===== src/hw/rtl/psfd_pkg.sv =====
// Package for the particulate sensor frame decoder: frame constants, mode and
// kind codes, and the CRC-8 byte step. No dependencies.
package psfd_pkg;

    localparam int LONG_FRAME_BYTES  = 30;
    localparam int SHORT_FRAME_BYTES = 12;

    localparam int POS_W = 5;

    localparam logic [7:0]  CRC_INIT  = 8'hFF;
    localparam logic [7:0]  CRC_POLY  = 8'h31;
    localparam logic [15:0] WORD_FAIL = 16'hFFFF;

    // decode_mode register codes
    localparam logic [1:0] MODE_NONE    = 2'd0;
    localparam logic [1:0] MODE_PLAIN   = 2'd1;
    localparam logic [1:0] MODE_CHECKED = 2'd2;
    localparam logic [1:0] MODE_DETECT  = 2'd3;

    // sensor_kind codes in detect mode
    localparam logic [1:0] KIND_UNKNOWN = 2'd0;
    localparam logic [1:0] KIND_PLAIN   = 2'd1;
    localparam logic [1:0] KIND_CRC     = 2'd2;

    // byte roles inside a word slot
    localparam logic [1:0] ROLE_HIGH = 2'd0;
    localparam logic [1:0] ROLE_LOW  = 2'd1;
    localparam logic [1:0] ROLE_CRC  = 2'd2;

    // word slot index; WORD_NONE marks offsets outside any word
    localparam logic [1:0] WORD_NONE = 2'd3;

    typedef logic [15:0] t_word;

    // Eight MSB-first shifts of CRC-8; unrolls to a small XOR network.
    function automatic logic [7:0] crc8_step(input logic [7:0] c_in);
        logic [7:0] c;
        c = c_in;
        for (int k = 0; k < 8; k++) begin
            if (c[7]) begin
                c = {c[6:0], 1'b0} ^ CRC_POLY;
            end else begin
                c = {c[6:0], 1'b0};
            end
        end
        return c;
    endfunction

endpackage


===== src/hw/rtl/pm_sensor_frame_decoder.sv =====
// Particulate sensor frame decoder top level: byte stream in, PM word result out.
// Depends on psfd_pkg.
//
// Takes the sensor response one byte per word on the slave stream, with tuser
// flagging the first byte of a frame, and emits one result word per completed
// frame: PM1, PM2.5 and PM10 (big-endian words at byte offsets 0, 3 and 9),
// a read_ok flag and a sensor kind. decode_mode selects plain 12-byte frames,
// CRC-checked 30-byte frames (CRC-8, poly 0x31, init 0xFF, byte after each word;
// a failing word reads 0xFFFF) or 30-byte detect frames; with no mode set a
// frame start byte yields a failed result and other bytes are dropped. Bytes
// past the frame length are dropped until the next start flag. Throughput is
// one byte per clock while the result stream does not stall; the result word
// passes through the input register, then the result register. The per-byte
// CRC step is XOR logic between the input register and the frame state.
// Write decode_mode only while the block is idle.
module pm_sensor_frame_decoder
    import psfd_pkg::*;
(
    input  logic        i_clk,
    input  logic        i_rst_n,

    // configuration: decode_mode
    input  logic        i_cfg_valid,
    output logic        o_cfg_ready,
    input  logic [1:0]  i_cfg_data,

    // byte stream in
    input  logic        i_s_tvalid,
    output logic        o_s_tready,
    input  logic [7:0]  i_s_tdata,   // [7:0] rx_byte
    input  logic        i_s_tuser,   // [0] frame_start

    // result stream out
    output logic        o_m_tvalid,
    input  logic        i_m_tready,
    output logic [55:0] o_m_tdata    // [15:0] pm1_value, [31:16] pm25_value,
                                     // [47:32] pm10_value, [48] read_ok,
                                     // [50:49] sensor_kind, [55:51] zero
);

    localparam logic [POS_W-1:0] LEN_LONG  = POS_W'(LONG_FRAME_BYTES);
    localparam logic [POS_W-1:0] LEN_SHORT = POS_W'(SHORT_FRAME_BYTES);

    // configuration
    logic [1:0] r_mode;

    // input register
    logic       r_in_valid;
    logic [7:0] r_in_byte;
    logic       r_in_start;

    // frame state
    logic [POS_W-1:0] r_pos,  n_pos;
    logic [7:0]       r_crc,  n_crc;
    logic [7:0]       r_hi  [3];
    logic [7:0]       n_hi  [3];
    t_word            r_words [3];
    t_word            n_words [3];
    logic [2:0]       r_good, n_good;
    logic             r_nz,   n_nz;

    // result register
    logic        r_out_valid;
    logic [55:0] r_out_data, n_out_data;
    logic        n_emit;

    logic advance;
    logic work;

    // working values after an optional frame clear
    logic [POS_W-1:0] pos_e;
    logic [7:0]       crc_e;
    logic [4:0]       len;
    logic [1:0]       slot;
    logic [1:0]       role;
    t_word            v [3];
    logic [1:0]       kind;
    logic             ok;

    assign o_cfg_ready = 1'b1;
    assign advance     = !r_out_valid || i_m_tready;
    assign o_s_tready  = !r_in_valid || advance;
    assign work        = r_in_valid && advance;
    assign o_m_tvalid  = r_out_valid;
    assign o_m_tdata   = r_out_data;

    always_comb begin
        pos_e = r_in_start ? '0 : r_pos;
        crc_e = r_in_start ? CRC_INIT : r_crc;
        len   = (r_mode == MODE_PLAIN) ? LEN_SHORT : LEN_LONG;

        // offset to word slot and role
        slot = WORD_NONE;
        role = ROLE_HIGH;
        if (pos_e <= POS_W'(2)) begin
            slot = 2'd0;
            role = pos_e[1:0];
        end else if (pos_e <= POS_W'(5)) begin
            slot = 2'd1;
            role = 2'(pos_e - POS_W'(3));
        end else if (pos_e >= POS_W'(9) && pos_e <= POS_W'(11)) begin
            slot = 2'd2;
            role = 2'(pos_e - POS_W'(9));
        end

        // defaults: hold, or take the cleared frame when a start byte arrives
        n_pos  = pos_e;
        n_crc  = crc_e;
        n_good = r_in_start ? 3'b000 : r_good;
        n_nz   = r_in_start ? 1'b0 : r_nz;
        for (int i = 0; i < 3; i++) begin
            n_hi[i]    = r_in_start ? 8'h00 : r_hi[i];
            n_words[i] = r_in_start ? 16'h0000 : r_words[i];
        end
        n_emit     = 1'b0;
        n_out_data = '0;

        if (r_mode == MODE_NONE) begin
            n_emit = r_in_start;
        end else if (pos_e < len) begin
            if (r_in_byte != 8'h00) begin
                n_nz = 1'b1;
            end
            if (slot != WORD_NONE) begin
                case (role)
                    ROLE_HIGH: begin
                        n_hi[slot] = r_in_byte;
                        n_crc      = crc8_step(CRC_INIT ^ r_in_byte);
                    end
                    ROLE_LOW: begin
                        n_words[slot] = {n_hi[slot], r_in_byte};
                        n_crc         = crc8_step(crc_e ^ r_in_byte);
                    end
                    ROLE_CRC: begin
                        if (crc_e == r_in_byte) begin
                            n_good[slot] = 1'b1;
                        end
                    end
                    default: begin
                    end
                endcase
            end
            n_pos  = pos_e + POS_W'(1);
            n_emit = (n_pos == len);
        end

        // result fields from the updated frame state
        for (int i = 0; i < 3; i++) begin
            v[i] = n_words[i];
            if (r_mode == MODE_CHECKED && !n_good[i]) begin
                v[i] = WORD_FAIL;
            end
        end
        if (r_mode == MODE_DETECT) begin
            if (n_nz && (n_good[1:0] != 2'b00)) begin
                kind = KIND_CRC;
            end else if (v[0] != 16'h0000 || v[1] != 16'h0000 || v[2] != 16'h0000) begin
                kind = KIND_PLAIN;
            end else begin
                kind = KIND_UNKNOWN;
            end
        end else begin
            kind = r_mode;
        end
        ok = (v[0] != WORD_FAIL) && (v[1] != WORD_FAIL) && (v[2] != WORD_FAIL);

        if (r_mode != MODE_NONE) begin
            n_out_data = {5'b00000, kind, ok, v[2], v[1], v[0]};
        end
    end

    // control
    always_ff @(posedge i_clk) begin
        if (!i_rst_n) begin
            r_mode      <= MODE_NONE;
            r_in_valid  <= 1'b0;
            r_out_valid <= 1'b0;
            r_pos       <= '0;
            r_crc       <= CRC_INIT;
            r_good      <= 3'b000;
            r_nz        <= 1'b0;
            for (int i = 0; i < 3; i++) begin
                r_hi[i]    <= 8'h00;
                r_words[i] <= 16'h0000;
            end
        end else begin
            if (i_cfg_valid) begin
                r_mode <= i_cfg_data;
            end
            if (o_s_tready) begin
                r_in_valid <= i_s_tvalid;
            end
            if (advance) begin
                r_out_valid <= work && n_emit;
            end
            if (work) begin
                r_pos  <= n_pos;
                r_crc  <= n_crc;
                r_good <= n_good;
                r_nz   <= n_nz;
                for (int i = 0; i < 3; i++) begin
                    r_hi[i]    <= n_hi[i];
                    r_words[i] <= n_words[i];
                end
            end
        end
    end

    // payload
    always_ff @(posedge i_clk) begin
        if (o_s_tready) begin
            r_in_byte  <= i_s_tdata;
            r_in_start <= i_s_tuser;
        end
        if (work && n_emit) begin
            r_out_data <= n_out_data;
        end
    end

endmodule

===== config.mk =====
export PLATFORM = sky130hd
export DESIGN_NAME = pm_sensor_frame_decoder
export DESIGN_NICKNAME = d
export VERILOG_FILES = /design/src/hw/rtl/psfd_pkg.sv /design/src/hw/rtl/pm_sensor_frame_decoder.sv
export SDC_FILE = /design/constraint.sdc
export NUM_CORES = 1
export LEC_CHECK = 0
export CORE_ASPECT_RATIO = 1.4
export CORE_UTILIZATION = 50
export DETAILED_ROUTE_END_ITERATION = 10
export DONT_BUFFER_PORTS = 1
export GPL_TIMING_DRIVEN = 0
export RECOVER_POWER = 25
export SKIP_CTS_REPAIR_TIMING = 1
export SYNTH_ARGS = -nofsm -noshare
export SYNTH_HDL_FRONTEND = slang
export SYNTH_SLANG_ARGS = --single-unit

===== constraint.sdc =====
create_clock -name i_clk -period 5.3 [get_ports i_clk]
set_input_delay 0.53 -clock i_clk [delete_from_list [all_inputs] [get_ports i_clk]]
set_output_delay 0.53 -clock i_clk [all_outputs]
set_load 0.01 [all_outputs]

* Word level (Yosys, flattened, before mapping) *
Memories as Yosys holds them, arrays and structs flattened.
Cells that the tools add are included.

word-level totals
  register bits = 86
  memory bits (writable) = 72
  word-level logic and storage cells = 230
  memories kept = 2

operators by class
  add/subtract/negate cells = 3
  $lt $le $gt $ge = 9
  eq/ne operators = 11
  muxes and demuxes = 140
  bitwise logic cells = 26
  reduce and logical (&&, ||, !) cells = 28

memories
  memory   depth  bits a word  read ports  clocked after memory_dff  wr ports  RTL line                       text
  r_words  3      16           3           0                         3         pm_sensor_frame_decoder.sv:57  t_word r_words [3];
  r_hi     3      8            3           0                         3         pm_sensor_frame_decoder.sv:55  logic [7:0] r_hi [3];

operator list
  operator                                       count
  8-bit 2-to-1 mux                               69
  48-bit 2-to-1 mux                              4
  16-bit 2-to-1 mux                              10
  24-bit 2-to-1 mux                              4
  6-bit 2-to-1 mux                               16
  48-bit bitwise mux                             1
  16-bit inequality test, second input constant  3
  3-bit NOT                                      16
  16-bit nonzero test                            3
  16-bit demux with 2-bit select                 1
  24-bit bitwise mux                             1
  5-bit 2-to-1 mux                               4
  3-bit 2-to-1 mux                               6
  8-bit binary-select mux with 2-bit select      1
  8-bit demux with 2-bit select                  1
  8-bit case mux with 2 select lines             1
  2-bit 2-to-1 mux                               7
  1-bit 2-to-1 mux                               13
  1-bit logical AND                              11
  8-bit == test                                  1
  8-bit NOT                                      1
  8-bit nonzero test                             1
  8-bit bitwise XOR                              1
  2-bit == test, second input constant           3
  23 further kinds                               38

* Depth between registers and ports, before layout *
Gate-level depths: netlist of the first run.

  depth in word-level cells = 53
  gate-level depth with buffers = 19
  mapped depth without buffers = 12

* Worst setup path after synthesis of the first run *
Ideal clock, no wire load.

  path type = reg2reg
  start = reg r_in_start
  end = reg r_out_data[0], in the netlist o_m_tdata[0] (enable)
  library setup time = 0.405 ns
  arrival = 3.870 ns
  data required time = 4.895 ns
  slack = 1.024 ns
  cell stages (with the launch flop) = 17
  path buffers = 6
  cell sequence = edfxtp_1 > buf_6 > buf_2 > buf_1 > clkbuf_1 > clkbuf_1 > buf_2 > nor2b_1 > ha_1 > nand4b_1 > a21o_1 > nand2_1 > nor3_1 > a22oi_1 > o21ai_0 > nand2_1 > inv_1

on the way
  word-level cells in the longest chain between the ends = 6
  elaborated cells between the ends (all ways) = 7

ends and longest elaborated chain
  element                                 RTL line                        text
  start, declared                         pm_sensor_frame_decoder.sv:50   logic r_in_start;
  start signal, assigned                  pm_sensor_frame_decoder.sv:213  r_in_start <= i_s_tuser;
  5-bit 2-to-1 mux                        pm_sensor_frame_decoder.sv:88   pos_e = r_in_start ? '0 : r_pos;
  5-bit by 1-bit adder with 5-bit output  pm_sensor_frame_decoder.sv:143  n_pos = pos_e + POS_W'(1);
  5-bit == test                           pm_sensor_frame_decoder.sv:144  n_emit = (n_pos == len);
  1-bit 2-to-1 mux                        pm_sensor_frame_decoder.sv:120  end else if (pos_e < len) begin
  1-bit 2-to-1 mux (*)                    pm_sensor_frame_decoder.sv:118  if (r_mode == MODE_NONE) begin
  1-bit logical AND (*)                   pm_sensor_frame_decoder.sv:215  if (work && n_emit) begin
  end signal, assigned                    pm_sensor_frame_decoder.sv:216  r_out_data <= n_out_data;
  end, declared                           pm_sensor_frame_decoder.sv:64   logic [55:0] r_out_data, n_out_data;

Mark *: on every way between the ends. The rest lies on a longest branch, timed or not.
A chain may end at the register's enable or synchronous reset.

* Final worst setup path of the first run *
  start = reg r_in_start
  end = reg r_out_data[49], in the netlist o_m_tdata[49] (data pin)

on the way
  word-level cells in the longest chain between the ends = 25
  elaborated cells between the ends (all ways) = 75

ends and longest elaborated chain
  element                                                                                                                                                     RTL line                        text
  5-bit 2-to-1 mux                                                                                                                                            pm_sensor_frame_decoder.sv:88
  5-bit by 4-bit greater-or-equal comparator with 1-bit output / 5-bit by 4-bit less-or-equal comparator with 1-bit output (equally long branches)            pm_sensor_frame_decoder.sv:101  end else if (pos_e >= POS_W'(9) && pos_e <= POS_W'(11)) begin
  1-bit logical AND                                                                                                                                           pm_sensor_frame_decoder.sv:101
  1-bit 2-to-1 mux                                                                                                                                            pm_sensor_frame_decoder.sv:101
  2-bit 2-to-1 mux                                                                                                                                            pm_sensor_frame_decoder.sv:98   end else if (pos_e <= POS_W'(5)) begin
  2-bit 2-to-1 mux                                                                                                                                            pm_sensor_frame_decoder.sv:95   if (pos_e <= POS_W'(2)) begin
  2-bit by 3-bit < comparator with 1-bit output (implied by the code) / 2-bit by 1-bit greater-or-equal comparator with 1-bit output (equally long branches)  pm_sensor_frame_decoder.sv:136  n_good[slot] = 1'b1;
  1-bit logical AND (implied by the code)                                                                                                                     pm_sensor_frame_decoder.sv:136
  [... 8 more ...]                                                                                                                                            --
  1-bit zero test                                                                                                                                             pm_sensor_frame_decoder.sv:150  if (r_mode == MODE_CHECKED && !n_good[i]) begin
  1-bit logical AND                                                                                                                                           pm_sensor_frame_decoder.sv:150
  16-bit 2-to-1 mux                                                                                                                                           pm_sensor_frame_decoder.sv:150
  16-bit nonzero test                                                                                                                                         pm_sensor_frame_decoder.sv:157  end else if (v[0] != 16'h0000 || v[1] != 16'h0000 || v[2] != 16'h0000) begin
  1-bit logical OR (2 in a row)                                                                                                                               pm_sensor_frame_decoder.sv:157
  1-bit 2-to-1 mux                                                                                                                                            pm_sensor_frame_decoder.sv:157
  2-bit 2-to-1 mux (*)                                                                                                                                        pm_sensor_frame_decoder.sv:155  if (n_nz && (n_good[1:0] != 2'b00)) begin
  2-bit 2-to-1 mux (*)                                                                                                                                        pm_sensor_frame_decoder.sv:154  if (r_mode == MODE_DETECT) begin

Mark *: on every way between the ends. The rest lies on a longest branch, timed or not. The select of a mux whose other input is x is not followed.

==> impl_results.md, run 1 <==
- Outcome: finished, violations left
- Violated checks: DRC, capacitance limit, slew limit
- M3 GR Usage: 6.37%
- Final Power: 3.03 mW
- PD cells: 323 nW/um^2
- CTS tree: yes
- Ys async rst share: 0%
- Actual slew at the worst max-slew pin: 1.70 ns
- Fillers: 1457
- Die W: 112 um
- # rows: 55
- Total gr overflow: 0
- Share of the synthesized area in the top cell type: 47.0%
- Yosys cell types: 70
- Setup ws final: 0.365 ns
- WS Path Type: reg -> reg
- CP delay by family, top: buffers and inverters
- Die height: 156 um
- Part of the Yosys area used for sequential elements: 51.9%
- Worst-path clk slew: 0.06 ns
- Hold Path Class: in -> reg
- Area leader, netlist: edfxtp_1
- Syn_area_per_cell: 9.74 um^2
- Crit path capture type: register
- CTS Root Cell: clkbuf_16
- R2r worst-path depth: 15
- Top post-synthesis cells by area: edfxtp_1 (47%), a21oi_1 (6.5%), nor2_1 (5.9%)
- Largest net degree at the start of global routing: 50
- RSZ-0062 raised after global routing: false
- Peak VDD IR: 225 uV
- Grt met2 use: 51.7%
- DRT Wirelength: 25900 um
- Worst path arrival time: 5.10 ns
- Synth Instances: 867
- Slew headroom: -13.6%
- Final Critical Period: 4.94 ns
- Final setup vio count: 0
- Register area: 4380 um^2
- Drt pass-1 iters: 10
- Wire length of the first global-routing pass: 39600 um
- Starting Density: 51.8%
- R2r startpoint: r_in_start
- Die area: 17400 um^2
- Routed Antenna Nets: 0
- Tcrit/Tclk final: 93.1%
- Core ar.: 16300 um^2
- Worst Setup Start Kind: register
- Vias in the first global route: 6955
- Crit-path cells: buf_6, buf_2, clkbuf_2, buf_2, nor2b_1, ha_1, nand4b_1, a21oi_1, a311oi_4, o211ai_2, clkbuf_1, a31oi_1, nand3_1, nor4_1, a21oi_1
- Fin util: 57.5%
- 1st-iter DRT viols: 701
- Yosys warnings: 0
- I/O pins: 75
- Synth-to-Final Area Change: 11.2%
- Drt drc: 3
- Reg-to-Reg End: o_m_tdata[49]
- Clock Skews: 0.00743 ns
- CP required: 5.46 ns
- Critical path buffers and inverters: 5
- Worst path slowest cell: a311oi_4
- Placed inst area: 8750 um^2
- CTS Buf Count: 17
- Busiest grt layer: met2
- Cells after DPL: 1072
- Max cap viols: 1
- Ys flop type: edfxtp_1
- Leakage: 3.27 nW
- Post-DR vias/cell: 6.43
- Cell area after layout: 9380 um^2
- Hold Path Sink: r_in_byte[2]
- GRT Util Overall: 30.8%
- DR WL/cell: 23.5 um
- Hold_sp: i_s_tdata[2]
- Worst path max stage delay: 0.49 ns
- Post-Layout Cell Count: 1101
- Initial antenna violation count: 0
- Hold Vio Cnt, Final: 0
- ANT cells: 0
- Fmax achieved: 203 MHz
- Multi-input gate area: 3700 um^2
- Max-slew violation count: 36
- Post-synth EDFFs: 132
- Post-Syn Area: 8440 um^2
- Place WS: -0.873 ns
- Bufs on Longest Clock Path: 2
- CTS Sinks: 153
- Share of layout cells above drive strength 1: 9.09%
- Setup slack, reg-to-reg: 0.36 ns
- # port buffers: 0
- Post-synthesis register bit count: 153
- DP HPWL: 18600 um
- Layout Nets: 910
- H-tree depth: 4
- Clk Latency, worst-skew pair: 0.44 ns
- Hold depth: 0
- GR Util met1: 35.6%
- GPL Wtd Cong: 0.933
- Vias: 7081
- Crit path max fanout: 28
[worst max path at each step]
stage | start | to | slack (ns) | cells after the start
floorplan | r_in_start | o_m_tdata[0] | 1.02 | 16
global placement | r_in_start | o_m_tdata[5] | -0.90 | 16
detailed placement | r_in_start | o_m_tdata[49] | -0.87 | 17
CTS | r_in_start | o_m_tdata[49] | -0.89 | 17
global route | r_in_start | o_m_tdata[49] | 0.17 | 17
finish | r_in_start | o_m_tdata[49] | 0.36 | 15
[metrics by stage]
stage	setup TNS (ns)	hold slack, ns
floorplan	0	0.457
global placement	-72.12	0.475
detailed placement	-27.06	0.493
CTS	-28.96	0.172
global route	0	0.177
finish	0	0.183
[cell usage after synthesis (16+ instances only)]
cell type and count:
a21oi_1 110, a31oi_1 26, clkbuf_1 45, dfxtp_1 21, edfxtp_1 132, inv_1 22, mux2i_1 18, nand2_1 56
nand3_1 20, nor2_1 132, nor3_1 21, nor3b_1 16, o21ai_0 26, xnor2_1 25
[cell families after synthesis]
family,share of synthesized area [%]
fa+ha+maj,0.593
simple gates,20.0
mux,2.93
xor+xnor,3.84
flops,51.9
other cells,0.0890
compound gates,15.9
buf+inv,4.73
[power by group]
group / leakage, nW / internal [mW] / switching, mW
logic: 1.43 / 0.0980 / 0.225
clock network: 0.294 / 0.789 / 0.521
registers: 1.55 / 1.36 / 0.0340
total: 3.27 / 2.25 / 0.780
[layer usage]
metal  up-vias  routed length, um
met5         -                  0
met4         0               1640
met3       108               1960
met2       397              12500
met1      3355               9730
li1       3221                  -
[cell type report]
cell class                      count  area share, %
Inverter                           22          0.880
Sequential cell                   153           46.7
Buffer                             70           3.32
Tap cell                          199           2.65
Clock buffer                       17           4.53
Timing Repair Buffer                2          0.427
Clock inverter                     14           2.08
Multi-Input combinational cell    624           39.4
[registers in the layout (all words and copies together), names as in the netlist, 2 cells and up]
| register | cells |
|---|---|
| o_m_tdata | 51 |
| r_crc | 8 |
| r_good | 3 |
| r_hi | 24 |
| r_in_byte | 8 |
| r_mode | 2 |
| r_pos | 5 |
| r_words | 48 |
[placed cells by master (no fill, tap or decap), types with 7 or more instances in the layout]
cell	instances
nor2_1	132
edfxtp_1	132
a21oi_1	110
nand2_1	56
clkbuf_1	42
o21ai_0	26
xnor2_1	25
a31oi_1	24
inv_1	21
nor3_1	21
dfxtp_1	21
nand3_1	20
mux2i_1	18
clkbuf_16	17
nor3b_1	16
buf_2	13
xor2_1	12
nand4_1	11
nor4_1	10
a21o_1	9
and3_1	9
nor2b_1	8
or3_1	7
Power figures use the tool's default switching activity.
==> inputs of run 2 (changes only) <==
--- a/config.mk
+++ b/config.mk
@@ -10,6 +10,7 @@
 export DETAILED_ROUTE_END_ITERATION = 10
 export DONT_BUFFER_PORTS = 1
 export GPL_TIMING_DRIVEN = 0
+export PLACE_DENSITY = 0.64
 export RECOVER_POWER = 25
 export SKIP_CTS_REPAIR_TIMING = 1
 export SYNTH_ARGS = -nofsm -noshare
==> run 2 against run 1 <==
Effect of this change:
- the run ends with DRC left
- via count about the same
- cell count about the same
- non-clock buffer count unchanged
- critical path depth unchanged
- cell area about the same
- sequential cell count unchanged
- clock-buffer cell count unchanged
- highest routed layer unchanged
- clock power about the same
- first-iteration DRC count increased by 5.6%
==> impl_results.md, run 2 (synthesized netlist as in run 1, its figures left out) <==
- Vias in the first global route: 6904
- Fmax achieved: 204 MHz
- Worst path arrival time: 5.07 ns
- I/O pins: 75
- CTS Buf Count: 17
- Die W: 112 um
- Worst path slowest cell: a311oi_4
- Vias: 7084
- Synth-to-Final Area Change: 11.3%
- 1st-iter DRT viols: 740
- Clock Skews: 0.0126 ns
- Worst path max stage delay: 0.49 ns
- Core ar.: 16300 um^2
- GRT Util Overall: 30.4%
- Layout Nets: 910
- Crit path capture type: register
- CTS tree: yes
- CP required: 5.46 ns
- Reg-to-Reg End: o_m_tdata[49]
- Hold Vio Cnt, Final: 0
- Cells after DPL: 1072
- Slew headroom: 18.3%
- WS Path Type: reg -> reg
- Total gr overflow: 0
- Share of layout cells above drive strength 1: 9.19%
- Post-Layout Cell Count: 1102
- Worst Setup Start Kind: register
- CTS Sinks: 153
- DRT Wirelength: 25400 um
- R2r worst-path depth: 15
- Die area: 17400 um^2
- DR WL/cell: 23.1 um
- ANT cells: 0
- Routed Antenna Nets: 0
- Die height: 156 um
- # rows: 55
- Max cap viols: 0
- Worst-path clk slew: 0.07 ns
- Crit-path cells: buf_6, buf_2, clkbuf_2, buf_2, nor2b_1, ha_1, nand4b_1, a21oi_1, a311oi_4, o211ai_2, clkbuf_1, a31oi_1, nand4_1, nor4_1, a21oi_1
- Final Critical Period: 4.91 ns
- Final Power: 3.02 mW
- Placed inst area: 8760 um^2
- Outcome: finished, violations left
- Crit path from: r_in_start
- Violated checks: DRC
- Setup slack, reg-to-reg: 0.39 ns
- CTS Root Cell: clkbuf_16
- CP Capture Point: o_m_tdata[49]
- Crit path max fanout: 28
- Largest net degree at the start of global routing: 49
- Post-DR vias/cell: 6.43
- Final setup vio count: 0
- PD cells: 322 nW/um^2
- Starting Density: 51.8%
- WP depth: 15
- Drt pass-1 iters: 9
- Initial antenna violation count: 0
- Setup tns final: 0 ns
- GPL Wtd Cong: 0.947
- Bufs on Longest Clock Path: 2
- Critical path buffers and inverters: 5
- Peak VDD IR: 223 uV
- Drt drc: 4
- Tcrit/Tclk final: 92.6%
- Setup ws final: 0.393 ns
- Hold Path Class: in -> reg
- RSZ-0062 raised after global routing: false
- Commonest non-fill, non-tap cells in the layout: nor2_1 (132), edfxtp_1 (132), a21oi_1 (110), nand2_1 (56), clkbuf_1 (42)
- H-tree depth: 4
- Clk Latency, worst-skew pair: 0.44 ns
- Cell area after layout: 9390 um^2
- Actual slew at the worst max-slew pin: 1.22 ns
- Leakage: 3.29 nW
- Max-slew violation count: 0
- DP HPWL: 18400 um
- Largest register FFs: 51
- CP delay by family, top: buffers and inverters
- Wire length of the first global-routing pass: 39600 um
- # port buffers: 0
- Place WS: -0.768 ns
- R2r startpoint: r_in_start
[run 2: changes by cell type in the layout (fill, tap and decap cells not counted), moves of 2 or more]
cell        change
a31oi_1         +2
clkinvlp_4      -2
a31oi_2         -2
inv_8           +2
clkinv_4        +3
[run 2: area by class of cell]
type                            instances  area, um^2
Inverter                               22        82.6
Tap cell                              199         249
Clock buffer                           17         425
Multi-Input combinational cell        624        3680
Buffer                                 70         313
Clock inverter                         15         206
Sequential cell                       153        4380
Fill cell                            1433        6920
Timing Repair Buffer                    2        47.5
[run 2: through the flow]
stage | utilization (%) | hold slack [ns]
3_3_place_gp | 53.4 | 0.472
3_5_place_dp | 53.7 | 0.487
5_1_grt | 57.6 | 0.166
6_report | 57.6 | 0.180
2_1_floorplan | - | 0.457
4_1_cts | 57.6 | 0.175
[run 2: metal layers]
metal / part of all wire, % / wire, um / vias to the layer above / global-route usage, %
met5: 0 / 0 / - / 0
met4: 4.7 / 1200 / 0 / 17.0
met3: 7.2 / 1840 / 83 / 6.37
met2: 49 / 12500 / 377 / 50.8
met1: 39 / 9920 / 3415 / 36.5
li1: - / - / 3209 / -
[run 2: where the power goes]
part,internal [mW],total [mW],switching (mW)
combinational,0.0984,0.320,0.222
clock,0.759,1.31,0.547
sequential,1.36,1.40,0.0339
total,2.22,3.02,0.803
[run 2: worst min path at each step]
stage | start | to | slack, ns | cells after the start
after floorplan | r_good[2] | r_good[2] | 0.46 | 2
after global placement | r_nz | r_nz | 0.47 | 2
after detailed placement | r_nz | r_nz | 0.49 | 2
after CTS | i_s_tdata[1] | r_in_byte[1] | 0.18 | 0
after global routing | i_s_tdata[1] | r_in_byte[1] | 0.17 | 0
final | i_s_tdata[1] | r_in_byte[1] | 0.18 | 0
[run 2: worst reg2reg max path: stages (launching register included)]
cell	delay (ns)
edfxtp_1	0.44
buf_6	0.28
buf_2	0.41
clkbuf_2	0.39
buf_2	0.33
nor2b_1	0.08
ha_1	0.27
nand4b_1	0.11
a21oi_1	0.09
a311oi_4	0.49
o211ai_2	0.38
clkbuf_1	0.33
a31oi_1	0.40
nand4_1	0.20
nor4_1	0.29
a21oi_1	0.12
==> inputs of run 3 (changes only) <==
--- a/config.mk
+++ b/config.mk
@@ -10,7 +10,7 @@
 export DETAILED_ROUTE_END_ITERATION = 10
 export DONT_BUFFER_PORTS = 1
 export GPL_TIMING_DRIVEN = 0
-export PLACE_DENSITY = 0.64
+export PLACE_DENSITY = 0.67
 export RECOVER_POWER = 25
 export SKIP_CTS_REPAIR_TIMING = 1
 export SYNTH_ARGS = -nofsm -noshare
==> constraint.sdc (replaced) <==
create_clock -name i_clk -period 4.5 [get_ports i_clk]
set_input_delay 0.45 -clock i_clk [delete_from_list [all_inputs] [get_ports i_clk]]
set_output_delay 0.45 -clock i_clk [all_outputs]
set_load 0.01 [all_outputs]
==> run 3 against run 2 <==
Effect of this change:
- the flow finishes with violations (DRC, capacitance limit, slew limit)
- core utilization rose by 0.98 points
- register-to-register slack got worse by 0.22 ns
- cell area rose by 1.7%
- cell count rose by 0.45%
- worst hold slack got worse by 0.063 ns
- non-clock buffer count rose by 5
- clock power rose by 15%
- sequential cell count did not move
- wire length fell by 2.7%
- maximum frequency rose by 13%
- power rose by 17%
- critical path type unchanged
==> impl_results.md, run 3 (synthesized netlist as in run 1, its figures left out) <==
- Final setup vio count: 0
- WS Path Type: reg -> reg
- Clk Latency, worst-skew pair: 0.43 ns
- Worst path arrival time: 4.49 ns
- Slew headroom: -24.5%
- Die height: 156 um
- DRT Wirelength: 24800 um
- Crit path max fanout: 10
- H-tree depth: 4
- Tcrit/Tclk final: 96.2%
- Die W: 112 um
- Placed inst area: 8760 um^2
- CP required: 4.66 ns
- Hold Vio Cnt, Final: 0
- DP HPWL: 17100 um
- Met2 WL: 11700 um
- Fin util: 58.6%
- Crit path capture type: register
- Vias: 7101
- Post-Route M1 WL: 9920 um
- CTS tree: yes
- Starting Density: 51.8%
- Synth-to-Final Area Change: 13.2%
- Bufs on Longest Clock Path: 2
- Place WS: -1.73 ns
- Commonest non-fill, non-tap cells in the layout: nor2_1 (132), edfxtp_1 (132), a21oi_1 (108), nand2_1 (56), clkbuf_1 (37)
- Worst Setup Start Kind: register
- Layout Nets: 915
- 1st-iter DRT viols: 788
- CTS Buf Count: 17
- Wire length of the first global-routing pass: 37600 um
- Initial antenna violation count: 0
- Share of layout cells above drive strength 1: 11.2%
- Drt pass-1 iters: 9
- Fillers: 1442
- Hold slack: 0.116 ns
- Leakage: 3.33 nW
- Vias in the first global route: 6693
- I/O pins: 75
- PD cells: 370 nW/um^2
- Core ar.: 16300 um^2
- Total gr overflow: 0
- GRT Util Overall: 28.6%
- Die area: 17400 um^2
- Clock Skews: 0.0154 ns
- Largest net degree at the start of global routing: 72
- # rows: 55
- CTS Root Cell: clkbuf_16
- Cell area after layout: 9550 um^2
- DR WL/cell: 22.4 um
- Peak VDD IR: 228 uV
- # port buffers: 0
- Violated checks: DRC, capacitance limit, slew limit
- Post-DR vias/cell: 6.41
- ANT cells: 0
- Largest register FFs: 51
- Final Critical Period: 4.33 ns
- Max cap viols: 1
- Worst-path clk slew: 0.08 ns
- Fmax achieved: 231 MHz
- Routed Antenna Nets: 0
- Max-slew violation count: 72
- CTS Sinks: 153
- Drt drc: 6
- Outcome: finished, violations left
- Setup ws final: 0.172 ns
- GPL Wtd Cong: 0.983
- Hold Path Class: in -> reg
- Actual slew at the worst max-slew pin: 1.87 ns
- Top sig layer: met4
- WL met3: 1850 um
==> run 3: critical path, cell delays in order, from the launching register on <==
cell	delay [ns]
edfxtp_1	0.38
buf_6	0.17
buf_4	0.20
buf_6	0.19
buf_6	0.20
buf_6	0.19
buf_6	0.18
nor2b_1	0.06
ha_1	0.26
nand4b_1	0.11
a21oi_1	0.09
a311oi_4	0.49
nand3_4	0.16
buf_4	0.21
nor2_1	0.16
a31oi_1	0.11
or4_1	0.57
nor3_1	0.16
a31oi_1	0.14
==> run 3: cell type report <==
class / instances / area (um^2) / area share (%)
plain buffers: 69 / 345 / 3.62
clock buffers: 17 / 425 / 4.45
clock inverters: 15 / 178 / 1.86
inverters: 22 / 82.6 / 0.865
multi-input cells: 624 / 3820 / 40.0
flip-flops and latches: 153 / 4380 / 45.9
well taps: 199 / 249 / 2.61
repair buffers: 8 / 70.1 / 0.734
==> run 3: power breakdown <==
group | internal, mW | switching (mW)
Sequential | 1.60 | 0.0394
Clock | 0.844 | 0.665
Combinational | 0.120 | 0.263
Total | 2.57 | 0.968
==> run 3: final timing paths <==
check	cells past startpoint	start	endpoint	slack [ns]
worst max-delay path	18	r_in_start	o_m_tdata[48]	0.17
worst min-delay path	0	i_s_tdata[0]	r_in_byte[0]	0.12
worst max register to register	18	r_in_start	o_m_tdata[48]	0.17
worst min register to register	2	r_good[1]	r_good[1]	0.50
==> run 3: per-stage QoR <==
stage                     power [mW]   TNS, ns  std cells
after floorplan                 1.92         0        871
after global placement          2.03   -220.15       1070
after detailed placement        2.03   -150.92       1072
after CTS                       3.52   -159.46       1104
after global routing            3.62  -0.00798       1107
final                           3.54         0       1107
==> run 3: layer usage <==
layer  GRT usage (%)  up-vias
li1                -     3235
met1            36.1     3387
met2            46.2      385
met3            5.28       94
met4            16.5        0
met5               0        -
